[src/hdl/bse_pkg.sv]
// shared types and constants of the stack engine
`default_nettype none

package bse_pkg;

   localparam int STACK_DEPTH = 64;
   localparam int DATA_W      = 32;
   localparam int OPCODE_W    = 3;
   localparam int STATUS_W    = 2;

   // item opcodes; codes above swap leave the stack as it is and give an ok result without an entry
   typedef enum logic [OPCODE_W-1:0] {
      OP_PUSH = 3'd0,
      OP_DUMP = 3'd1,
      OP_PEEK = 3'd2,
      OP_POP  = 3'd3,
      OP_SWAP = 3'd4
   } opcode_type;

   // result status codes
   typedef enum logic [STATUS_W-1:0] {
      STAT_OK    = 2'd0,
      STAT_EMPTY = 2'd1,
      STAT_SHORT = 2'd2,
      STAT_FULL  = 2'd3
   } status_type;

   // move broadcast to every cell of the chain
   typedef enum logic [2:0] {
      CELL_HOLD    = 3'd0,
      CELL_DOWN    = 3'd1,
      CELL_UP      = 3'd2,
      CELL_UP_PART = 3'd3,
      CELL_SWAP    = 3'd4
   } cell_op_type;

   // sequencer states
   typedef enum logic [1:0] {
      ST_IDLE = 2'd0,
      ST_SEEK = 2'd1,
      ST_EMIT = 2'd2
   } state_type;

endpackage

`default_nettype wire

[src/hdl/bse_cell.sv]
// one stack cell: holds one entry and trades it with its neighbors
`default_nettype none

module bse_cell #(
   parameter int DEPTH = bse_pkg::STACK_DEPTH,
   parameter int INDEX = 0
) (
   input  logic                              clock,
   input  bse_pkg::cell_op_type              op,
   input  logic [$clog2(DEPTH+1)-1:0]        fill,
   input  logic signed [bse_pkg::DATA_W-1:0] up_val,
   input  logic signed [bse_pkg::DATA_W-1:0] dn_val,
   input  logic signed [bse_pkg::DATA_W-1:0] wrap_val,
   output logic signed [bse_pkg::DATA_W-1:0] value
);
   import bse_pkg::*;

   localparam int FILL_W = $clog2(DEPTH+1);
   localparam logic [FILL_W-1:0] LAST_POS = FILL_W'(INDEX + 1);

   logic signed [DATA_W-1:0] value_ff;
   logic signed [DATA_W-1:0] value_in;
   logic                     is_bottom;

   // this cell holds the bottom entry of the stack
   assign is_bottom = (fill == LAST_POS);

   // next entry from the broadcast move
   always_comb begin
      value_in = value_ff;
      case (op)
         CELL_HOLD:    value_in = value_ff;
         CELL_DOWN:    value_in = up_val;
         CELL_UP:      value_in = dn_val;
         CELL_UP_PART: value_in = is_bottom ? wrap_val : dn_val;
         CELL_SWAP: begin
            if (INDEX == 0) begin
               value_in = dn_val;
            end else if (INDEX == 1) begin
               value_in = up_val;
            end
         end
         default:      value_in = value_ff;
      endcase
   end

   // entry register
   always_ff @(posedge clock) begin
      value_ff <= value_in;
   end

   assign value = value_ff;

endmodule

`default_nettype wire

[config.mk]
export PLATFORM = sky130hd
export DESIGN_NAME = bse_cell
export DESIGN_NICKNAME = d
export VERILOG_FILES = /design/src/hdl/bse_pkg.sv /design/src/hdl/bse_cell.sv
export SDC_FILE = /design/constraint.sdc
export NUM_CORES = 1
export LEC_CHECK = 0
export ABC_CLOCK_PERIOD_IN_PS = 5920
export BUFFER_PORTS_ARGS = -buffer_cell sky130_fd_sc_hd__clkbuf_2
export CAP_MARGIN = 20
export CORE_MARGIN = 1.5
export CORE_UTILIZATION = 45
export CTS_CLUSTER_DIAMETER = 60
export CTS_CLUSTER_SIZE = 14
export DETAILED_ROUTE_END_ITERATION = 6
export PLACE_DENSITY = 0.86
export RECOVER_POWER = 50
export SYNTH_ARGS = -nofsm -noshare
export SYNTH_HDL_FRONTEND = slang
export SYNTH_SLANG_ARGS = --single-unit
[constraint.sdc]
create_clock -name clock -period 5.92 [get_ports clock]
set_input_delay 0.592 -clock clock [delete_from_list [all_inputs] [get_ports clock]]
set_output_delay 0.592 -clock clock [all_outputs]
set_load 0.01 [all_outputs]
### Yosys cells after proc, flatten, opt, wreduce, memory -nomap -nowiden

Index checks and enable logic that the tools add are counted.

* register bits after elaboration: 32
* output and inout port bits: 32
* logic and storage cells: 10

* eq/ne operators: 5
* muxes and demuxes: 2
* reduce and logical (&&, ||, !) cells: 2

Operator list (number)
* 32-bit one-hot mux with 3 select lines: 1
* 32-bit two-way mux: 1
* 7-bit by 1-bit == test with 1-bit output, second input constant: 1
* 3-bit by 2-bit == test with 1-bit output, second input constant: 2
* 3-bit by 1-bit == test with 1-bit output, second input constant: 1
* 3-bit == test, second input constant: 1
* 3-bit nonzero test: 1
* 2-bit OR reduction: 1

### Logic depth before layout (Yosys ltp)

Gate-level depths: netlist of the first run.

* depth after elaboration: 3
* gate-level depth with buffers: 6
* mapped depth without buffers: 3

### Least setup slack after synthesis of the first run

Ideal clock, no wire load.

* path type: input -> register
* start point: input op[0]
* end point: register value_ff[0], in the netlist value[0], enable pin
* setup time: 0.436 ns
* arrival: 2.646 ns
* required time: 5.484 ns
* setup slack: 2.838 ns
* stages: 3
* cell sequence: clkbuf_1 -> nor2_1 -> xnor2_1

* longest elaborated chain between the ends: 3
* elaborated cells between the ends (all ways): 6

Ends and longest elaborated chain
* start, declared: line bse_cell.sv:9 `input bse_pkg::cell_op_type op,`
* 3-bit == test or 3-bit by 2-bit == test with 1-bit output (tied branches): line bse_cell.sv:31 `case (op)`
* 2-bit OR reduction (no line)
* 3-bit nonzero test (no line) *
* end signal, assigned: line bse_cell.sv:49 `value_ff <= value_in;`
* end, declared: line bse_cell.sv:21 `logic signed [DATA_W-1:0] value_ff;`

Mark *: on every way between the ends. The rest lies on a longest branch, timed or not.
A chain may end at the register's enable or synchronous reset.

### Worst setup path in the final report of the first run

* start point: input op[0]
* end point: register value_ff[28], in the netlist value[28], enable pin

Same word-level chain as after synthesis.

==> results of run 1 <==
## worst paths after layout
kind                   start                  end  slack [ns]  cells past startpoint
setup / recovery       op[0]  value[28]$_DFFE_PP_        1.83                      4
hold / removal    up_val[21]  value[21]$_DFFE_PP_        0.64                      3
## where the power goes
part | leakage (nW) | internal [mW] | switching [mW]
clock network | 0.0399 | 0.0817 | 0.0757
logic | 0.816 | 0.0759 | 0.104
registers | 0.312 | 0.295 | 0.0114
total | 1.17 | 0.452 | 0.191
## area by class of cell
cell class	count	area (um^2)
clock inverter	1	3.75
tap	70	87.6
clock buffer	7	76.3
fill	474	2000
timing repair buffer	142	708
multi-input combinational	169	1310
sequential	32	961
## cells by family after synthesis
kind of cell / synth area share, %
buffers and inverters: 6.23
AOI/OAI and AO/OA: 37.8
DFF: 39.9
xor gates and xnor gates: 0.727
and+or+nand+nor: 15.4
## synth_stat cells
master / number
or3b_2: 2
nand2b_1: 1
or2_1: 1
nor2b_1: 32
xor2_1: 1
nand2_1: 32
nor2_1: 1
edfxtp_1: 32
o211ai_1: 34
buf_6: 4
xnor2_1: 1
or4_1: 1
clkbuf_1: 28
and3b_1: 1
a32oi_1: 32
o211ai_2: 30
## routing by layer
layer | global-route usage (%) | vias up
met5 | 0 | -
met4 | 5.93 | 0
met3 | 4.31 | 10
met2 | 41.0 | 140
met1 | 29.9 | 1167
li1 | - | 1165
## through the flow
| step | util [%] | std cells | area, um^2 |
|---|---|---|---|
| final | 61.2 | 421 | 3140 |
| after global routing | 61.2 | 421 | 3140 |
| after CTS | 61.8 | 420 | 3180 |
| after detailed placement | 60.2 | 412 | 3100 |
| after global placement | 59.7 | 411 | 3070 |
| after floorplan | - | 233 | 2410 |
==> flow_summary.json, run 1 <==
{
  "slowest_stage": "xnor2_1",
  "cp.buffers_inverters": 2,
  "fmax_ghz": 0.245,
  "hold-worst-slack_ns": 0.637,
  "gp_congestion": 0.750,
  "critical_path_class": "input pin to flop",
  "synth-seq-area-share_pct": 39.9,
  "syn_avg_cell_area_um2": 10.3,
  "clk_pin_slew_ns": 0.06,
  "cp_slowest_stage_delay_ns": 1.25,
  "final-hold-violation-count": 0,
  "drive_gt1_share_pct": 42.2,
  "cts_root_buf": "clkbuf_8",
  "dieArea_mm2": 0.00580,
  "yosysWarnings": 0,
  "critical_path.top_delay_family": "buffers and inverters",
  "grt_use_total_pct": 23.4,
  "cts_num_sinks": 32,
  "critPathCaptureType": "flop",
  "finalPower_uw": 643,
  "failed_checks": "max-capacitance violations, max-slew violations",
  "grt_pass1_vias": 2248,
  "layout.nets": 457,
  "dr.pass1.iters": 4,
  "clk_path_buf_depth": 2,
  "critPathRequiredTime_ns": 5.82,
  "outcome": "finished, violations left",
  "p_leak_nw": 1.17,
  "setup_viol": 0,
  "wl_met2_um": 3650,
  "layout_common_cells": "clkbuf_2 (105), clkbuf_1 (36), o211ai_1 (34)",
  "drt-met1-wl_um": 2940,
  "grt_max_degree": 65,
  "antenna_found_initial": 0,
  "netlist-cell-type-count": 16,
  "post-route-period-util_pct": 69.0,
  "largest_reg_flops": 32,
  "synth.area.top_cells": "edfxtp_1 (40%), o211ai_2 (16%), a32oi_1 (12%), o211ai_1 (11%), nor2b_1 (8.3%)",
  "synth.cell_area_mm2": 0.00241,
  "crit_fanout": 35,
  "antenna_cells": 0,
  "initial_core_util_pct": 46.9,
  "cts_setup_buffers": 0,
  "met3_length_um": 545,
  "critPathArrivalTime_ns": 3.98,
  "cts_hold_buf": 0,
  "remaining_drc_errors": 0,
  "cts_buffers": 5,
  "slew_violations": 52,
  "layout_min_cycle_time_ns": 4.09,
  "layout_commonest_cell": "clkbuf_2",
  "core.rowCount": 26,
  "wire_per_inst_um": 17.1,
  "post_cts_resized": 0,
  "pre_cts_ws_ns": 2.90,
  "place_hpwl_um": 4880,
  "ys_ff_latch": 32,
  "relSlewSlack_pct": -7.64,
  "wl_um": 7220,
  "cellPowerDensity_mw_per_mm2": 205,
  "ant_nets": 0,
  "maxCapViolations": 2,
  "tns_ns": 0,
  "grt_pass1_wl_um": 10900,
  "synth_cells": 233,
  "viasPerCell": 5.90,
  "portBuffers": 138,
  "drt_iter0_markers": 227,
  "rsz0062_at_grt": "false",
  "worstMarginPinSlew_ns": 1.61,
  "crit_chain": "clkbuf_1, nor2_1, xnor2_1, clkbuf_1",
  "vias": 2482,
  "irDropWorstVdd_mv": 0.112,
  "routed.top_layer": "met4",
  "worstSetupStartpointType": "input pin",
  "area_growth_pct": 30.5,
  "core_mm2": 0.00514,
  "synth_top_area_share_pct": 39.9,
  "setup_slack_ns": 1.83,
  "cts_tree": "done",
  "crit_path_frequent_cell": "clkbuf_1",
  "h-tree-depth": 2,
  "die_h_um": 76.2,
  "synth_nets": 340,
  "ios": 139,
  "die_w_um": 76.2,
  "hp-class": "input pin to flop",
  "yosys.area.top_type": "edfxtp_1",
  "grt.overflow.total": 0
}
Power figures use the tool's default switching activity.
==> run 2: changes to the inputs <==
--- a/config.mk
+++ b/config.mk
@@ -5,15 +5,15 @@
 export SDC_FILE = /design/constraint.sdc
 export NUM_CORES = 1
 export LEC_CHECK = 0
-export ABC_CLOCK_PERIOD_IN_PS = 5920
+export ABC_CLOCK_PERIOD_IN_PS = 3400
 export BUFFER_PORTS_ARGS = -buffer_cell sky130_fd_sc_hd__clkbuf_2
 export CAP_MARGIN = 20
 export CORE_MARGIN = 1.5
-export CORE_UTILIZATION = 45
+export CORE_UTILIZATION = 40
 export CTS_CLUSTER_DIAMETER = 60
 export CTS_CLUSTER_SIZE = 14
 export DETAILED_ROUTE_END_ITERATION = 6
-export PLACE_DENSITY = 0.86
+export PLACE_DENSITY = 0.81
 export RECOVER_POWER = 50
 export SYNTH_ARGS = -nofsm -noshare
 export SYNTH_HDL_FRONTEND = slang
==> constraint.sdc (replaced) <==
create_clock -name clock -period 3.4 [get_ports clock]
set_input_delay 0.34 -clock clock [delete_from_list [all_inputs] [get_ports clock]]
set_output_delay 0.34 -clock clock [all_outputs]
set_load 0.01 [all_outputs]
==> run 2 against run 1 <==
Net effect:
- the flow still finishes with violations (max-capacitance violations, max-slew violations)
- flip-flop and latch count unchanged
- sequential share of layout area shrank 0.28 points
- non-clock buffer count is 2 higher
- die area up 12%
- critical path type unchanged
==> flow_summary.json, run 2 (synthesis results as in run 1) <==
{
  "layout.nets": 459,
  "portBuffers": 138,
  "worstMarginPinSlew_ns": 1.52,
  "wl_um": 7230,
  "post_cts_resized": 0,
  "dp_cells": 419,
  "p_leak_nw": 1.18,
  "worstSetupStartpointType": "input pin",
  "grt_pass1_wl_um": 11200,
  "place_hpwl_um": 5080,
  "antenna_cells": 0,
  "wire_per_inst_um": 16.9,
  "die_h_um": 80.6,
  "cts_num_sinks": 32,
  "slew_violations": 36,
  "cts_setup_buffers": 0,
  "final-hold-violation-count": 0,
  "initial_core_util_pct": 41.2,
  "ant_nets": 0,
  "dieArea_mm2": 0.00650,
  "core.rowCount": 28,
  "vias": 2490,
  "cts_buffers": 5,
  "remaining_drc_errors": 0,
  "rsz0062_at_grt": "false",
  "cellPowerDensity_mw_per_mm2": 356,
  "critPathCaptureType": "flop",
  "dpl_cell_area_mm2": 0.00311,
  "outcome": "finished, violations left",
  "tns_ns": 0,
  "cts_root_buf": "clkbuf_8",
  "clk_path_buf_depth": 2,
  "critical_path_class": "input pin to flop",
  "failed_checks": "max-capacitance violations, max-slew violations",
  "setup_viol": 0,
  "maxCapViolations": 1,
  "grt_use_total_pct": 22.6,
  "layout_min_cycle_time_ns": 2.57,
  "layout_common_cells": "clkbuf_2 (105), clkbuf_1 (36), o211ai_1 (34)",
  "finalPower_mw": 1.13,
  "gp_congestion": 0.795,
  "relSlewSlack_pct": -1.22,
  "grt.overflow.total": 0,
  "viasPerCell": 5.82,
  "critPathArrivalTime_ns": 2.68,
  "h-tree-depth": 2,
  "ios": 139,
  "cts_tree": "done",
  "layout_commonest_cell": "clkbuf_2",
  "fin_area_mm2": 0.00317,
  "whs_path_depth": 3,
  "drive_gt1_share_pct": 42.8,
  "n_fill_cell": 552,
  "fin_cells": 428,
  "clk_pin_slew_ns": 0.07,
  "cts_hold_buf": 0,
  "fmax_ghz": 0.389,
  "crit_fanout": 38,
  "grt_pass1_vias": 2438,
  "irDropWorstVdd_mv": 0.157,
  "core_mm2": 0.00585,
  "critPathRequiredTime_ns": 3.51,
  "hold_end": "value[27]$_DFFE_PP_",
  "grt_max_degree": 39,
  "hp-class": "input pin to flop",
  "area_growth_pct": 31.7,
  "die_w_um": 80.6,
  "largest_reg_flops": 32,
  "drt_iter0_markers": 124,
  "min_from": "up_val[27]",
  "post-route-period-util_pct": 75.7,
  "dr.pass1.iters": 4,
  "antenna_found_initial": 0
}
-- run 2: critical path: stages --
cell,delay (ns)
clkbuf_1,1.08
and3b_2,0.71
buf_12,0.26
o211ai_1,0.14
o211ai_2,0.13
-- run 2: area by class of cell --
cell class	instances	area, um^2	share of cell area, %
Clock buffer	7	76.3	2.41
Clock inverter	1	3.75	0.118
Multi-Input combinational cell	169	1320	41.4
Sequential cell	32	961	30.3
Tap cell	75	93.8	2.96
Timing Repair Buffer	144	723	22.8
-- run 2: where the power goes --
part | leakage [nW] | switching, mW | internal (mW)
Clock | 0.0399 | 0.137 | 0.142
Combinational | 0.830 | 0.183 | 0.135
Sequential | 0.312 | 0.0194 | 0.512
Total | 1.18 | 0.340 | 0.789
-- run 2: how the worst max path moves through the flow --
stage / slack (ns) / start / depth (start not counted) / to
2_1_floorplan: 0.57 / op[0] / 3 / value[0]$_DFFE_PP_
3_3_place_gp: 1.01 / fill[0] / 4 / value[15]$_DFFE_PP_
3_5_place_dp: 0.91 / fill[0] / 4 / value[15]$_DFFE_PP_
4_1_cts: 1.22 / fill[0] / 4 / value[15]$_DFFE_PP_
5_1_grt: 0.69 / op[0] / 4 / value[3]$_DFFE_PP_
6_report: 0.83 / op[0] / 5 / value[25]$_DFFE_PP_
-- run 2: layer usage --
metal,global-route usage [%],up-vias,wire (um)
met1,26.6,1157,2860
li1,-,1171,-
met4,10.3,0,141
met2,39.5,148,3600
met5,0,-,0
met3,4.09,14,620
-- run 2: stage by stage --
stage,util (%),hold slack [ns],worst slack (ns)
CTS,54.5,0.376,1.22
global route,54.2,0.390,0.690
detailed placement,53.2,0.672,0.915
finish,54.2,0.386,0.826
floorplan,-,0.578,0.570
global placement,53.2,0.666,1.01
